## src/bpt_pkg.sv

```systemverilog
package bpt_pkg;

  localparam int unsigned NumCal    = 6;
  localparam int unsigned CalIdxW   = 3;
  localparam int unsigned CalW      = 32;
  localparam int unsigned QueueDepth = 2;

  localparam logic [2:0] CalT1T2 = 3'd0;
  localparam logic [2:0] CalT3P1 = 3'd1;
  localparam logic [2:0] CalP2P3 = 3'd2;
  localparam logic [2:0] CalP4P5 = 3'd3;
  localparam logic [2:0] CalP6P7 = 3'd4;
  localparam logic [2:0] CalP8P9 = 3'd5;

  localparam logic [20:0] PAdcOffset = 21'd1048576;
  localparam logic [32:0] FineOffset = 33'd128000;
  localparam logic [11:0] PScale     = 12'd3125;
  localparam logic [63:0] POne47     = 64'h0000_8000_0000_0000;

  typedef struct packed {
    logic [19:0] raw_pressure;
    logic [19:0] raw_temperature;
  } bpt_in_t;

  typedef struct packed {
    logic signed [31:0] temperature_centi;
    logic signed [31:0] fine_temperature;
    logic [31:0]        pressure_q24_8;
    logic               pressure_invalid;
  } bpt_out_t;

  typedef struct packed {
    logic [15:0] t1;
    logic [15:0] t2;
    logic [15:0] t3;
    logic [15:0] p1;
    logic [15:0] p2;
    logic [15:0] p3;
    logic [15:0] p4;
    logic [15:0] p5;
    logic [15:0] p6;
    logic [15:0] p7;
    logic [15:0] p8;
    logic [15:0] p9;
  } bpt_cal_t;

  // Values that ride along the divider beside the quotient.
  typedef struct packed {
    logic [31:0] temp;
    logic [31:0] fine;
    logic        invalid;
    logic        qneg;
  } bpt_side_t;

  // Low 64 bits of a 64-bit word times a signed 16-bit coefficient.
  function automatic logic [63:0] mul_s64_s16(input logic [63:0] a, input logic [15:0] c);
    logic [79:0] pr;
    logic [63:0] corr;
    begin
      pr   = {16'b0, a} * {64'b0, c};
      corr = c[15] ? {a[47:0], 16'b0} : 64'b0;
      return pr[63:0] - corr;
    end
  endfunction

  // Low 64 bits of a 64-bit word times an unsigned 16-bit coefficient.
  function automatic logic [63:0] mul_u64_u16(input logic [63:0] a, input logic [15:0] c);
    logic [79:0] pr;
    begin
      pr = {16'b0, a} * {64'b0, c};
      return pr[63:0];
    end
  endfunction

endpackage

```

## src/bpt_cfg.sv

```systemverilog
module bpt_cfg import bpt_pkg::*; (
  input  logic               clk_i,
  input  logic               rst_ni,
  input  logic               cfg_we_i,
  input  logic [CalIdxW-1:0] cfg_idx_i,
  input  logic [CalW-1:0]    cfg_wdata_i,
  output bpt_cal_t           cal_o
);

  logic [CalW-1:0] regs_q [NumCal];

  always_ff @(posedge clk_i or negedge rst_ni) begin
    if (!rst_ni) begin
      for (int i = 0; i < NumCal; i++) regs_q[i] <= '0;
    end else if (cfg_we_i && (32'(cfg_idx_i) < NumCal)) begin
      regs_q[cfg_idx_i] <= cfg_wdata_i;
    end
  end

  always_comb begin
    cal_o.t1 = regs_q[CalT1T2][15:0];
    cal_o.t2 = regs_q[CalT1T2][31:16];
    cal_o.t3 = regs_q[CalT3P1][15:0];
    cal_o.p1 = regs_q[CalT3P1][31:16];
    cal_o.p2 = regs_q[CalP2P3][15:0];
    cal_o.p3 = regs_q[CalP2P3][31:16];
    cal_o.p4 = regs_q[CalP4P5][15:0];
    cal_o.p5 = regs_q[CalP4P5][31:16];
    cal_o.p6 = regs_q[CalP6P7][15:0];
    cal_o.p7 = regs_q[CalP6P7][31:16];
    cal_o.p8 = regs_q[CalP8P9][15:0];
    cal_o.p9 = regs_q[CalP8P9][31:16];
  end

endmodule

```

## config.mk

```make
export PLATFORM = sky130hd
export DESIGN_NAME = bpt_cfg
export DESIGN_NICKNAME = d
export VERILOG_FILES = /design/src/bpt_pkg.sv /design/src/bpt_cfg.sv
export SDC_FILE = /design/constraint.sdc
export NUM_CORES = 1
export LEC_CHECK = 0
export BUFFER_PORTS_ARGS = -buffer_cell sky130_fd_sc_hd__clkbuf_2
export CORE_UTILIZATION = 55
export CTS_CLUSTER_SIZE = 40
export DETAILED_ROUTE_END_ITERATION = 10
export GPL_TIMING_DRIVEN = 0
export HOLD_SLACK_MARGIN = 0.02
export PLACE_DENSITY = 0.85
export SYNTH_ARGS = -nofsm -noshare
export SYNTH_HDL_FRONTEND = slang
export SYNTH_SLANG_ARGS = --single-unit
```

## constraint.sdc

```tcl
create_clock -name clk_i -period 1.1 [get_ports clk_i]
set_input_delay 0.11 -clock clk_i [delete_from_list [all_inputs] [get_ports clk_i]]
set_output_delay 0.11 -clock clk_i [all_outputs]
set_load 0.03 [all_outputs]
```

==> results_dict.tcl, run 1 <==
set metrics [dict create \
    status "did not finish" \
    lastStage "4_1_cts" \
    tool.error "[ERROR DPL-0033] detailed placement checks failed during check placement." \
    synth_most_common_cell "dfrtp_1" \
    num_rows 41 \
    initial_utilization 0.569 \
    yosysTopAreaCell "dfrtp_1" \
    synthSimpleGateAreaFrac 0.00986 \
    synth_fa_ha_area_frac 0 \
    synthFlopType "dfrtp_1" \
    yosysWarnings 0 \
    synth_edf_count 0 \
    synth_compound_area_frac 0 \
    synth_top_family_by_area "multiplexers" \
    ctsResizeCount 384 \
    syn_nets 450 \
    gp_congestion 0.753 \
    die-height_um 117 \
    netlist.area_leader.share 0.664 \
    ys_async_sr_fraction 1.00 \
    syn_avg_cell_area_um2 17.6 \
    io_buffers 228 \
    synth_xor_area_frac 0 \
    ys_ff_latch 192 \
    syn_area_um2 7230 \
    ioPinCount 230 \
    syn_inst 412 \
    yosysSeqAreaShare 0.664 \
    synthMuxAreaShare 0.299 \
    pre_cts_slack_ps -415 \
    cts-root-buf "clkbuf_16" \
    htree_levels 4 \
    hpwlAfterDp_mm 11.8 \
    postCtsSetupBuffers 67 \
    numCtsBuffers 17 \
    cts_buffer_depth 2 \
    clkSinkCount 192 \
    dpl.cell_count 813 \
    die_w_um 117 \
    synth_commonest_cells "dfrtp_1 (192), mux2_2 (154), mux2_1 (38)" \
    ys_types 9 \
    hold_buffers 31 \
    ys_top_cells_by_area "dfrtp_1 (66%), mux2_2 (24%), mux2_1 (5.9%)" \
]
-- per-stage QoR --
stage	TNS (ps)	util	cell area [um^2]	hold WS (ps)
detailed placement	-61380	0.708	9000	265
floorplan	-12570	-	7610	-186
global placement	-682670	0.705	8970	408
-- kinds of logic after synthesis --
kind of cell  after synthesis
simple gates                6
buf+inv                    22
mux                       192
flops                     192
==> inputs of run 2 (changes only) <==
--- a/config.mk
+++ b/config.mk
@@ -6,12 +6,10 @@
 export NUM_CORES = 1
 export LEC_CHECK = 0
 export BUFFER_PORTS_ARGS = -buffer_cell sky130_fd_sc_hd__clkbuf_2
-export CORE_UTILIZATION = 55
-export CTS_CLUSTER_SIZE = 40
+export CORE_UTILIZATION = 40
 export DETAILED_ROUTE_END_ITERATION = 10
 export GPL_TIMING_DRIVEN = 0
-export HOLD_SLACK_MARGIN = 0.02
-export PLACE_DENSITY = 0.85
+export PLACE_DENSITY_LB_ADDON = 0.15
 export SYNTH_ARGS = -nofsm -noshare
 export SYNTH_HDL_FRONTEND = slang
 export SYNTH_SLANG_ARGS = --single-unit
==> run 2 against run 1 <==
The flow now finishes, with violations (hold timing, setup timing). Area after synthesis is the same. Synthesized cell count is the same.
==> results_dict.tcl, run 2 <==
set metrics [dict create \
    route.met2.wl_mm 10.3 \
    grt_pass1_vias 5218 \
    insertion_delay_ps 430 \
    clkSinkCount 192 \
    n_antenna_cell 0 \
    yosysWarnings 0 \
    num-nets-final 828 \
    syn_inst 412 \
    ant_nets 0 \
    synth_xor_area_frac 0 \
    cts.clk_slew.worst_paths_ps 80 \
    vias 4945 \
    core_area_um2 17500 \
    slew_headroom 0.492 \
    synth_top_family_by_area "multiplexers" \
    cpPeakStageDelay_ps 420 \
    setup-tns-final_ps -133 \
    cts-root-buf "clkbuf_16" \
    cp_data_required_time_ps 990 \
    synthMuxAreaShare 0.299 \
    layout_setup_ws_ps -18.9 \
    finalHoldViolations 91 \
    synth_commonest_cells "dfrtp_1 (192), mux2_2 (154), mux2_1 (38)" \
    start_kind "flop" \
    drv_cap 0 \
    hpwlAfterDp_mm 11.9 \
    ys_top_cells_by_area "dfrtp_1 (66%), mux2_2 (24%), mux2_1 (5.9%)" \
    fin_hold_ws_ps -274 \
    drc 0 \
    top_layer "met4" \
    critPathMaxFanout 2 \
    mostFrequentLayoutCells "buf_8 (201), dfrtp_1 (192), buf_4 (108), mux2_4 (90), mux2_2 (88)" \
    groute.usage.overall 0.216 \
    power.total_uw 27700 \
    critPathKind "reg2out" \
    violations "hold timing, setup timing" \
    grt_max_degree 102 \
    htree_levels 4 \
    regArea_um2 4800 \
    crit_buf_inv 1 \
    die-height_um 136 \
    dieArea_um2 18600 \
    gp_congestion 0.743 \
    io_buffers 228 \
    netlist.area_leader.share 0.664 \
    firstDrtPassIters 4 \
    crit_path_top_delay_cell "dfrtp_1" \
    met1_length_mm 8.27 \
    syn_area_um2 7230 \
    setup_viol 21 \
    cts_tree "done" \
    path_cells "buf_8" \
    synth_fa_ha_area_frac 0 \
    end_kind "output pin" \
    final_common_cell "buf_8" \
    rsz0062_at_grt "true" \
    yosysSeqAreaShare 0.664 \
    multi_input_area_um2 2570 \
    synthSimpleGateAreaFrac 0.00986 \
    grt_pass1_wl_mm 29.6 \
    routed-wl-met3_mm 1.33 \
    synthFlopType "dfrtp_1" \
    p_leak_uw 0.00597 \
    antenna_found_initial 0 \
    ys_types 9 \
    fill_cells 1090 \
    ioPinCount 230 \
    die_w_um 136 \
    grt-ovfl-total 0 \
    hold_buffers 25 \
    syn_nets 450 \
    power_per_cell_area_nw_per_um2 2200 \
    cp_top_family "flip-flops" \
    layout-drive-gt1-share 0.705 \
    area_growth_pct 73.8 \
    status "complete, but fails checks" \
    ys_ff_latch 192 \
    drt_iter0_drc 173 \
    slew_violations 0 \
    synth_most_common_cell "dfrtp_1" \
    tightest_slew_ps 762 \
    period_minus_slack_ps 1120 \
    cts_buffer_depth 2 \
    yosysTopAreaCell "dfrtp_1" \
    ir_drop_uv 1230 \
    synth_compound_area_frac 0 \
    syn_avg_cell_area_um2 17.6 \
    critPathArrivalTime_ps 1010 \
    hold_class "in2async" \
    largest_reg_flops 192 \
    num_rows 48 \
    pre_cts_slack_ps -499 \
    numCtsBuffers 17 \
    initial_utilization 0.414 \
    ys_async_sr_fraction 1.00 \
    viasPerCell 4.81 \
    synth_edf_count 0 \
    fin_skew_ps 0 \
    postRouteWirelength_mm 20.2 \
    wl_per_cell_um 19.7 \
    fmax_mhz 894 \
    period_share 1.02 \
]
[run 2: routing by layer]
layer | GRT usage | up-vias
met4 | 0.0685 | 0
met5 | 0 | -
li1 | - | 2219
met1 | 0.266 | 2537
met3 | 0.0694 | 24
met2 | 0.358 | 165
[run 2: power breakdown]
| part | switching [uW] | internal, uW | total (uW) |
|---|---|---|---|
| Combinational | 5110 | 6670 | 11800 |
| Clock | 2790 | 3010 | 5800 |
| Sequential | 1500 | 8630 | 10100 |
[run 2: through the flow]
step | cells | instance area [um^2] | util
floorplan | 412 | 7610 | -
global placement | 865 | 9030 | 0.517
detailed placement | 866 | 9070 | 0.519
CTS | 982 | 12000 | 0.686
global route | 1028 | 12600 | 0.719
finish | 1028 | 12600 | 0.719
[run 2: final timing paths]
kind | start | slack (ps) | cells after the start | end
worst min register to register | cal_o[45] | 510 | 1 | cal_o[45]
worst max register to register | cal_o[113] | 50 | 3 | cal_o[113]
worst max-delay path | cal_o[124] | -20 | 1 | cal_o[124]
worst min-delay path | rst_ni | -270 | 1 | cal_o[83]
max in group asynchronous | rst_ni | 430 | 2 | cal_o[60]
min in group clk_i | cfg_wdata_i[2] | 10 | 2 | cal_o[50]
[run 2: layout make-up]
class / count / share of cell area
flip-flops and latches: 192 / 0.382
plain buffers: 22 / 0.0188
clock inverters: 13 / 0.00806
multi-input cells: 198 / 0.205
well taps: 225 / 0.0224
repair buffers: 359 / 0.329
clock buffers: 19 / 0.0352
[run 2: cell families after synthesis]
group | after synthesis
AND/OR/NAND/NOR | 6
buffers and inverters | 22
flip-flops | 192
multiplexers | 192
[run 2: timing repair]
action | in CTS | in global routing
gates resized for setup | 383 | 193
pin swaps | 1 | 0
buffers inserted | 59 | 46
setup endpoints to repair | 211 | 192
hold endpoints to repair | 199 | 91
Note: power is estimated with default switching activity, not from simulation.
