===== src/bpt_pkg.sv =====
package bpt_pkg;

  localparam int unsigned NumCal    = 6;
  localparam int unsigned CalIdxW   = 3;
  localparam int unsigned CalW      = 32;
  localparam int unsigned QueueDepth = 2;

  localparam logic [2:0] CalT1T2 = 3'd0;
  localparam logic [2:0] CalT3P1 = 3'd1;
  localparam logic [2:0] CalP2P3 = 3'd2;
  localparam logic [2:0] CalP4P5 = 3'd3;
  localparam logic [2:0] CalP6P7 = 3'd4;
  localparam logic [2:0] CalP8P9 = 3'd5;

  localparam logic [20:0] PAdcOffset = 21'd1048576;
  localparam logic [32:0] FineOffset = 33'd128000;
  localparam logic [11:0] PScale     = 12'd3125;
  localparam logic [63:0] POne47     = 64'h0000_8000_0000_0000;

  typedef struct packed {
    logic [19:0] raw_pressure;
    logic [19:0] raw_temperature;
  } bpt_in_t;

  typedef struct packed {
    logic signed [31:0] temperature_centi;
    logic signed [31:0] fine_temperature;
    logic [31:0]        pressure_q24_8;
    logic               pressure_invalid;
  } bpt_out_t;

  typedef struct packed {
    logic [15:0] t1;
    logic [15:0] t2;
    logic [15:0] t3;
    logic [15:0] p1;
    logic [15:0] p2;
    logic [15:0] p3;
    logic [15:0] p4;
    logic [15:0] p5;
    logic [15:0] p6;
    logic [15:0] p7;
    logic [15:0] p8;
    logic [15:0] p9;
  } bpt_cal_t;

  // Values that ride along the divider beside the quotient.
  typedef struct packed {
    logic [31:0] temp;
    logic [31:0] fine;
    logic        invalid;
    logic        qneg;
  } bpt_side_t;

  // Low 64 bits of a 64-bit word times a signed 16-bit coefficient.
  function automatic logic [63:0] mul_s64_s16(input logic [63:0] a, input logic [15:0] c);
    logic [79:0] pr;
    logic [63:0] corr;
    begin
      pr   = {16'b0, a} * {64'b0, c};
      corr = c[15] ? {a[47:0], 16'b0} : 64'b0;
      return pr[63:0] - corr;
    end
  endfunction

  // Low 64 bits of a 64-bit word times an unsigned 16-bit coefficient.
  function automatic logic [63:0] mul_u64_u16(input logic [63:0] a, input logic [15:0] c);
    logic [79:0] pr;
    begin
      pr = {16'b0, a} * {64'b0, c};
      return pr[63:0];
    end
  endfunction

endpackage


===== src/bpt_front.sv =====
module bpt_front import bpt_pkg::*; (
  input  logic    clk_i,
  input  logic    rst_ni,
  input  logic    in_valid_i,
  output logic    in_ready_o,
  input  bpt_in_t in_data_i,
  output logic    q_valid_o,
  input  logic    q_ready_i,
  output bpt_in_t q_data_o
);

  bpt_in_t    mem_q [QueueDepth];
  logic       wr_ptr_q, wr_ptr_d;
  logic       rd_ptr_q, rd_ptr_d;
  logic [1:0] cnt_q, cnt_d;
  logic       push, pop;

  assign in_ready_o = (cnt_q != 2'(QueueDepth));
  assign q_valid_o  = (cnt_q != 2'd0);
  assign q_data_o   = mem_q[rd_ptr_q];
  assign push       = in_valid_i && in_ready_o;
  assign pop        = q_valid_o && q_ready_i;

  always_comb begin
    wr_ptr_d = push ? ~wr_ptr_q : wr_ptr_q;
    rd_ptr_d = pop ? ~rd_ptr_q : rd_ptr_q;
    cnt_d    = cnt_q + 2'(push) - 2'(pop);
  end

  always_ff @(posedge clk_i or negedge rst_ni) begin
    if (!rst_ni) begin
      wr_ptr_q <= 1'b0;
      rd_ptr_q <= 1'b0;
      cnt_q    <= 2'd0;
    end else begin
      wr_ptr_q <= wr_ptr_d;
      rd_ptr_q <= rd_ptr_d;
      cnt_q    <= cnt_d;
    end
  end

  always_ff @(posedge clk_i) begin
    if (push) mem_q[wr_ptr_q] <= in_data_i;
  end

endmodule


===== config.mk =====
export PLATFORM = sky130hd
export DESIGN_NAME = bpt_front
export DESIGN_NICKNAME = d
export VERILOG_FILES = /design/src/bpt_pkg.sv /design/src/bpt_front.sv
export SDC_FILE = /design/constraint.sdc
export NUM_CORES = 1
export LEC_CHECK = 0
export BUFFER_PORTS_ARGS = -buffer_cell sky130_fd_sc_hd__buf_2
export CAP_MARGIN = 5
export CORE_ASPECT_RATIO = 0.5
export CORE_MARGIN = 4
export CORE_UTILIZATION = 49
export CTS_BUF_LIST = sky130_fd_sc_hd__clkbuf_16
export CTS_CLUSTER_DIAMETER = 80
export DETAILED_ROUTE_END_ITERATION = 6
export PLACE_DENSITY = 0.79
export SYNTH_ARGS = -nofsm -noshare
export SYNTH_HDL_FRONTEND = slang
export SYNTH_SLANG_ARGS = --single-unit

===== constraint.sdc =====
create_clock -name clk_i -period 6.16 [get_ports clk_i]
set_input_delay 0.924 -clock clk_i [delete_from_list [all_inputs] [get_ports clk_i]]
set_output_delay 0.924 -clock clk_i [all_outputs]
set_load 0.005 [all_outputs]

# [Yosys cells after proc, flatten, opt, wreduce, memory -nomap -nowiden]
# Memories as Yosys holds them, arrays and structs flattened.
# Index checks and enable logic that the tools add are counted.
[classes] n_bitwise=2 eq_ne=1 add_sub_neg=2 reduce_logical=3 n_mux=2
[ops] cell="$add 2x1->2" count=1
[ops] cell="$logic_and 1x1->1" count=2
[ops] cell="$mux 1" count=2
[ops] cell="$ne 2x2->1 const B" count=1
[ops] cell="$not 1->1" count=2
[ops] cell="$reduce_bool 2->1" count=1
[ops] cell="$sub 2x1->2" count=1
[totals] n_memories=1 reg_bits=4 ramBits=80 inputBits=44
[mem_list] memory="mem_q" depth=2 width=40 rd=1 rd_ports_with_merged_regs=0 write_ports=1 line="bpt_front.sv:12" rtl="bpt_in_t mem_q [QueueDepth];"

# [Logic depth before layout (Yosys ltp)]
# Gate-level depths: netlist of run 1.
[depth] word_depth=4 ltp_mapped=7

# [Worst setup path before layout of run 1]
# OpenSTA, ideal clock, no wires.
[synth_timing] kind="input port to flip-flop" start="in in_valid_i" end="mem mem_q[0][0] in the netlist's numbering, enable pin" setup_time_ns=0.437 path_stages=2 required_ns=5.723 arrival_ns=2.703 setup_slack_ns=3.020 path_cell_list="nand2_1 nor2_1"
[synth_between] elab_chain_len=3
[synth_lines] item="from (decl)" line="bpt_front.sv:4" rtl="input logic in_valid_i,"
[synth_lines] item="$logic_and 1x1->1" line="bpt_front.sv:21" rtl="assign push = in_valid_i && in_ready_o;"
[synth_lines] item="$mux 1" line="bpt_front.sv:43" rtl="if (push) mem_q[wr_ptr_q] <= in_data_i;"
[synth_lines] item="$mux 1 (not written as such)" line="bpt_front.sv:43"
[synth_lines] item="to (decl)" line="bpt_front.sv:12"
# Every way passes these cells.

==> results.toml, run 1 <==
[yosys]
yosysMostFrequentCell = "edfxtp_1"
synth_top_area_cell = "edfxtp_1"
synthesis.area_um2 = 3109
synth.area.top_cells = "edfxtp_1 (77%), mux2_2 (13%), dfrtp_1 (3.2%), buf_6 (1.4%), mux2_4 (0.97%)"
synth_commonest_cells = "edfxtp_1 (80), mux2_2 (37), buf_6 (4), dfrtp_1 (4), xnor2_1 (3)"
ys_seq_area_frac = 0.8048
async_flop_share = 0.04762
ys_ff_latch = 84
synth_edf_count = 80
ys.flop_type = "edfxtp_1"
syn_inst = 142
synth.net_count = 188
yosysWarnings = 0
synth_top_area_share = 0.7726
postSynthAreaPerCell_um2 = 21.90
ys_types = 17

[place]
dp_hpwl_um = 3529
portBuffers = 85
gp_congestion = 0.7340
place_area_um2 = 3605
dp_slack_ns = 3.671

[routing]
wl_per_cell_um = 16.51
firstDrtPassIters = 4
antenna_left = 0
wl_um = 5381
vias = 1573
remaining_drc_errors = 0
drt_iter0_markers = 102
vias_per_cell = 4.825

[setup_path]
arrival_ns = 1.91
path_delay_family = "flip-flops"
crit_required_ns = 5.24
crit_path_end_kind = "output port"
critPathLaunchType = "flip-flop"
cp_max_fo = 41
crit_buf_inv = 1
critical_path_class = "reg -> out"
path_cells = "mux2_2, buf_2"
critPathSlowestCell = "dfrtp_2"
max_stage_delay_ns = 0.99

[clock_network]
cts_buffer_depth = 2
clock_latency_ns = 0.33
cts_resized = 0
cts_setup_buffers = 0
hold_buffers = 0
h-tree-depth = 3
cts_made_buffers = 9
cts_tree = "built"
cts.sinks = 84
clockRootBuffer = "clkbuf_16"
clkTransAtPathRegs_ns = 0.06

[power_and_ir_drop]
p_sw_frac = 0.2652
switching_power_w = 0.0004840
p_int_w = 0.001341
p_leak_nw = 1.474
clkPwrFrac = 0.282
pwr-share-comb = 0.239
power_frac_seq = 0.479
cellPowerDensity_nw_per_um2 = 468.1
ir_drop_v = 0.0003813

[floorplanning]
start_util = 0.5092
fp.dieW_um = 120.7
die-area_um2 = 7761
num_rows = 20
pin_count = 86
die_h_um = 64.33
core_area_um2 = 6106

[sta]
fin_hold_ws_ns = 0.3843
worst_slew_pin_slew_ns = 1.156
post-route-worst-setup-slack_ns = 3.329
hold_violations = 0
slew_headroom = 0.2272
finalSetupTns_ns = 0
post-route-period-util = 0.4595
slew_viol_final = 0
setup_violations = 0
period_needed_ns = 2.831
fin_worst_skew_ns = 0.006955
clock.fmax_ghz = 0.3533
rsz0062_at_grt = "no"

[grt]
grt_pass1_vias = 1746
antenna_found_initial = 0
grtUsageTotal = 0.1477
grt-ovfl-total = 0
grt_first_pass_wirelength_um = 8473
grt_max_degree = 42

[final_layout]
final_area_um2 = 3899
fin_nets = 279
area_growth_pct = 25.39
drive_gt1_frac = 0.5966
antenna_cells = 0
final_util = 0.6385

[hold_path]
hold_class = "in -> async"

[flow_run]
maxCapViolCount = 0

[run_status]
outcome = "finished clean"
[sequential cells by signal (all words and copies together), names as in the netlist]
signal / cells
rd_ptr_q: 1
mem_q: 80
cnt_q: 2
wr_ptr_q: 1
[path summary, 6_finish.rpt]
path                                       from                     end  slack (ns)  cells past startpoint
min in group clk_i           cnt_q[0]$_DFF_PN0_      cnt_q[0]$_DFF_PN0_        0.51                      1
max                        rd_ptr_q$_DFFE_PN0P_             q_data_o[9]        3.33                      2
max in group asynchronous                rst_ni    rd_ptr_q$_DFFE_PN0P_        5.65                      1
min reg2reg                  cnt_q[0]$_DFF_PN0_      cnt_q[0]$_DFF_PN0_        0.51                      1
max reg2reg                  cnt_q[1]$_DFF_PN0_  mem_q[0][17]$_DFFE_PP_        4.19                      3
min                                      rst_ni      cnt_q[0]$_DFF_PN0_        0.38                      1
[metrics by stage]
stage	total power [W]	cells
global route	0.001920	326
finish	0.001825	326
CTS	0.001851	326
detailed placement	0.001332	310
global placement	0.001310	310
floorplan	0.001154	142
[metal layers]
layer | global-route usage | vias to the layer above | wire length (um)
li1 | - | 736 | -
met1 | 0.1469 | 785 | 1979
met2 | 0.2773 | 44 | 3041
met3 | 0.05305 | 8 | 265
met4 | 0.06780 | 0 | 93
met5 | 0 | - | 0
[power by group through the flow]
| stage | logic [W] | clock network [W] | registers [W] |
|---|---|---|---|
| after detailed placement | 0.000444 | 0 | 0.000888 |
| after floorplan | 0.000332 | 0 | 0.000821 |
| after global placement | 0.000433 | 0 | 0.000877 |
| final | 0.000436 | 0.000516 | 0.000874 |
| after CTS | 0.000447 | 0.000525 | 0.000878 |
| after global routing | 0.000480 | 0.000548 | 0.000891 |
[final cells by class]
class,count,area [um^2]
clock buffers,9,225.2
flip-flops and latches,84,2504
clock inverters,7,68.82
inverters,1,3.754
repair buffers,85,425.4
multi-input cells,52,561.8
fillers,462,2207
well taps,88,110.1
[cell usage in the layout (no fill, tap or decap)]
| cell | count |
|---|---|
| buf_2 | 85 |
| edfxtp_1 | 80 |
| mux2_2 | 37 |
| clkbuf_16 | 9 |
| xnor2_1 | 3 |
| clkinvlp_4 | 3 |
| dfrtp_1 | 3 |
| inv_1 | 2 |
| mux2_4 | 2 |
| ha_1 | 2 |
| or2_1 | 1 |
| and2_4 | 1 |
| nand2b_1 | 1 |
| nand2_1 | 1 |
| mux2_1 | 1 |
| and3_2 | 1 |
| nor2_4 | 1 |
| xor2_1 | 1 |
| clkinv_1 | 1 |
| clkinv_4 | 1 |
| bufinv_16 | 1 |
| dfrtp_2 | 1 |
[worst register-to-register path: stages, from the launching register on]
cell and delay [ns]:
dfrtp_1 0.40, nand2b_1 0.11, nand2_1 0.15, nor2_4 0.90
[kinds of logic (layout without fill, tap and decap cells)]
logic type               after synthesis  count (layout)  share of synthesized area
AND/OR/NAND/NOR                        6               6                    0.01127
multiplexers                          40              40                     0.1473
adder cells (fa/ha/maj)                2               2                   0.008047
buffers and inverters                  6             102                    0.01730
flip-flops                            84              84                     0.8048
XOR/XNOR                               4               4                    0.01127
No activity file was read; power rests on OpenSTA's default activity.
==> run 2, diff against run 1 <==
--- a/config.mk
+++ b/config.mk
@@ -9,11 +9,11 @@
 export CAP_MARGIN = 5
 export CORE_ASPECT_RATIO = 0.5
 export CORE_MARGIN = 4
-export CORE_UTILIZATION = 49
+export CORE_UTILIZATION = 46
 export CTS_BUF_LIST = sky130_fd_sc_hd__clkbuf_16
 export CTS_CLUSTER_DIAMETER = 80
 export DETAILED_ROUTE_END_ITERATION = 6
-export PLACE_DENSITY = 0.79
+export PLACE_DENSITY = 0.77
 export SYNTH_ARGS = -nofsm -noshare
 export SYNTH_HDL_FRONTEND = slang
 export SYNTH_SLANG_ARGS = --single-unit
==> constraint.sdc (replaced) <==
create_clock -name clk_i -period 2.6 [get_ports clk_i]
set_input_delay 0.39 -clock clk_i [delete_from_list [all_inputs] [get_ports clk_i]]
set_output_delay 0.39 -clock clk_i [all_outputs]
set_load 0.005 [all_outputs]
==> run 2 against run 1 <==
Via count shrank 1.2%. Non-clock buffer count grew 3. Routed wire length shrank 2.1%. Largest cell class unchanged. Setup slack lost 3.0 ns. Clock-buffer cell count is the same. Flip-flop and latch count is the same. Die area grew 5.9%. Sequential share of layout area shrank 1.4 points. Critical path depth is the same. Combinational power grew 150%.
==> results.toml, run 2 (synthesis results as in run 1) <==
[clock_network]
cts.sinks = 84
cts_made_buffers = 9
h-tree-depth = 3
clock_latency_ns = 0.33
cts_resized = 0
cts_setup_buffers = 0
hold_buffers = 1
cts_buffer_depth = 2
clockRootBuffer = "clkbuf_16"
cts_tree = "built"
clkTransAtPathRegs_ns = 0.06

[flow_run]
maxCapViolCount = 0

[routing]
vias = 1554
antenna_left = 0
wl_um = 5268
vias_per_cell = 4.723
drt_iter0_markers = 93
wl_per_cell_um = 16.01
remaining_drc_errors = 0
firstDrtPassIters = 3

[sta]
period_needed_ns = 2.286
post-route-period-util = 0.8791
slew_headroom = 0.3705
clock.fmax_ghz = 0.4375
rsz0062_at_grt = "no"
fin_worst_skew_ns = 0.004045
hold_violations = 0
setup_violations = 0
slew_viol_final = 0
worst_slew_pin_slew_ns = 0.9442
fin_hold_ws_ns = 0.2417
finalSetupTns_ns = 0

[setup_path]
crit_end = "q_data_o[8]"
critPathSlowestCell = "dfrtp_2"
path_delay_family = "flip-flops"
arrival_ns = 1.90
reg2reg_slack_ns = 0.85
cp_max_fo = 41
path_depth = 2
crit_buf_inv = 1
rr_worst_depth = 4
path_cells = "mux2_2, buf_2"
max_stage_delay_ns = 0.97
critPathLaunchType = "flip-flop"
critical_path_class = "reg -> out"
startpoint = "rd_ptr_q$_DFFE_PN0P_"
crit_required_ns = 2.21
r2r_end = "mem_q[0][14]$_DFFE_PP_"
reg2reg_from = "cnt_q[1]$_DFF_PN0_"
crit_path_end_kind = "output port"

[final_layout]
stdcell_count = 329
final_cell_mix = "buf_2 (85), edfxtp_1 (80), mux2_2 (37)"
fin_nets = 282
final_area_um2 = 3988
n_fill_cell = 479
drive_gt1_frac = 0.5975
top_register = "mem_q"
antenna_cells = 0
layout_commonest_cell = "buf_2"
top_regs = "mem_q x80, cnt_q x2"
area_growth_pct = 28.25
largest_reg_flops = 80

[floorplanning]
start_util = 0.4931
pin_count = 86
fp.dieW_um = 124.3
die_h_um = 66.14
num_rows = 20
die-area_um2 = 8219
core_area_um2 = 6306

[grt]
grt_pass1_vias = 1729
grt-ovfl-total = 0
grt_first_pass_wirelength_um = 8611
grt_max_degree = 42
antenna_found_initial = 0
grtUsageTotal = 0.1406

[power_and_ir_drop]
ir_drop_v = 0.0006462
cellPowerDensity_nw_per_um2 = 1136
p_leak_nw = 1.531

[run_status]
outcome = "finished clean"

[place]
gp_congestion = 0.6732
place_area_um2 = 3645
dp_hpwl_um = 3574
portBuffers = 85
dp_cells = 312

[hold_path]
hold_class = "in -> reg"
whs_path_depth = 1
min_from = "in_data_i[5]"
-- run 2: cell types whose count changed in the layout (fill, tap and decap cells not counted) --
cell | before | now
clkinv_1 | 1 | 0
dlygate4sd3_1 | 0 | 1
clkinv_4 | 1 | 0
clkinvlp_4 | 3 | 0
inv_1 | 2 | 3
bufinv_16 | 1 | 3
buf_12 | 0 | 2
clkinv_2 | 0 | 2
-- run 2: worst register-to-register path, delay by kind of cell (launching register included) --
family / cells / cell delay, ns
and+or+nand+nor: 3 / 0.77
DFF: 1 / 0.40
buffers and inverters: 1 / 0.27
-- run 2: final cells by class --
type	instances	area, um^2	share of cell area
Clock buffer	9	225.2	0.05648
Multi-Input combinational cell	52	561.8	0.1409
Sequential cell	84	2504	0.6279
Clock inverter	7	107.6	0.02698
Timing Repair Buffer	88	475.5	0.1192
Inverter	1	3.754	0.0009413
Tap cell	88	110.1	0.02761
-- run 2: how the worst min path moves through the flow --
stage                        endpoint
4_1_cts         mem_q[1][5]$_DFFE_PP_
3_5_place_dp     wr_ptr_q$_DFFE_PN0N_
2_1_floorplan      cnt_q[0]$_DFF_PN0_
3_3_place_gp     wr_ptr_q$_DFFE_PN0N_
6_report        mem_q[1][5]$_DFFE_PP_
5_1_grt        mem_q[0][39]$_DFFE_PP_
-- run 2: where the power goes --
group | total (W) | leakage (nW) | internal (W) | switching [W]
clock | 0.00140 | 0.172 | 0.000927 | 0.000471
sequential | 0.00205 | 0.789 | 0.00185 | 0.000200
combinational | 0.00108 | 0.570 | 0.000619 | 0.000459
total | 0.00453 | 1.53 | 0.00340 | 0.00113
-- run 2: metal layers --
metal / track usage / vias to the layer above / part of all wire
met5: 0 / - / 0
met4: 0.05328 / 0 / 0.010
met3: 0.05806 / 7 / 0.049
met2: 0.2466 / 37 / 0.52
met1: 0.1566 / 769 / 0.42
li1: - / 741 / -
-- run 2: stage by stage --
step           worst slack [ns]  utilization  total power, W
3_3_place_gp             0.6714       0.5780        0.003147
5_1_grt                  0.2147       0.6323        0.004787
6_report                 0.3142       0.6323        0.004530
3_5_place_dp             0.6372       0.5780        0.003198
4_1_cts                  0.2736       0.6323        0.004603
2_1_floorplan            0.5253            -        0.002732
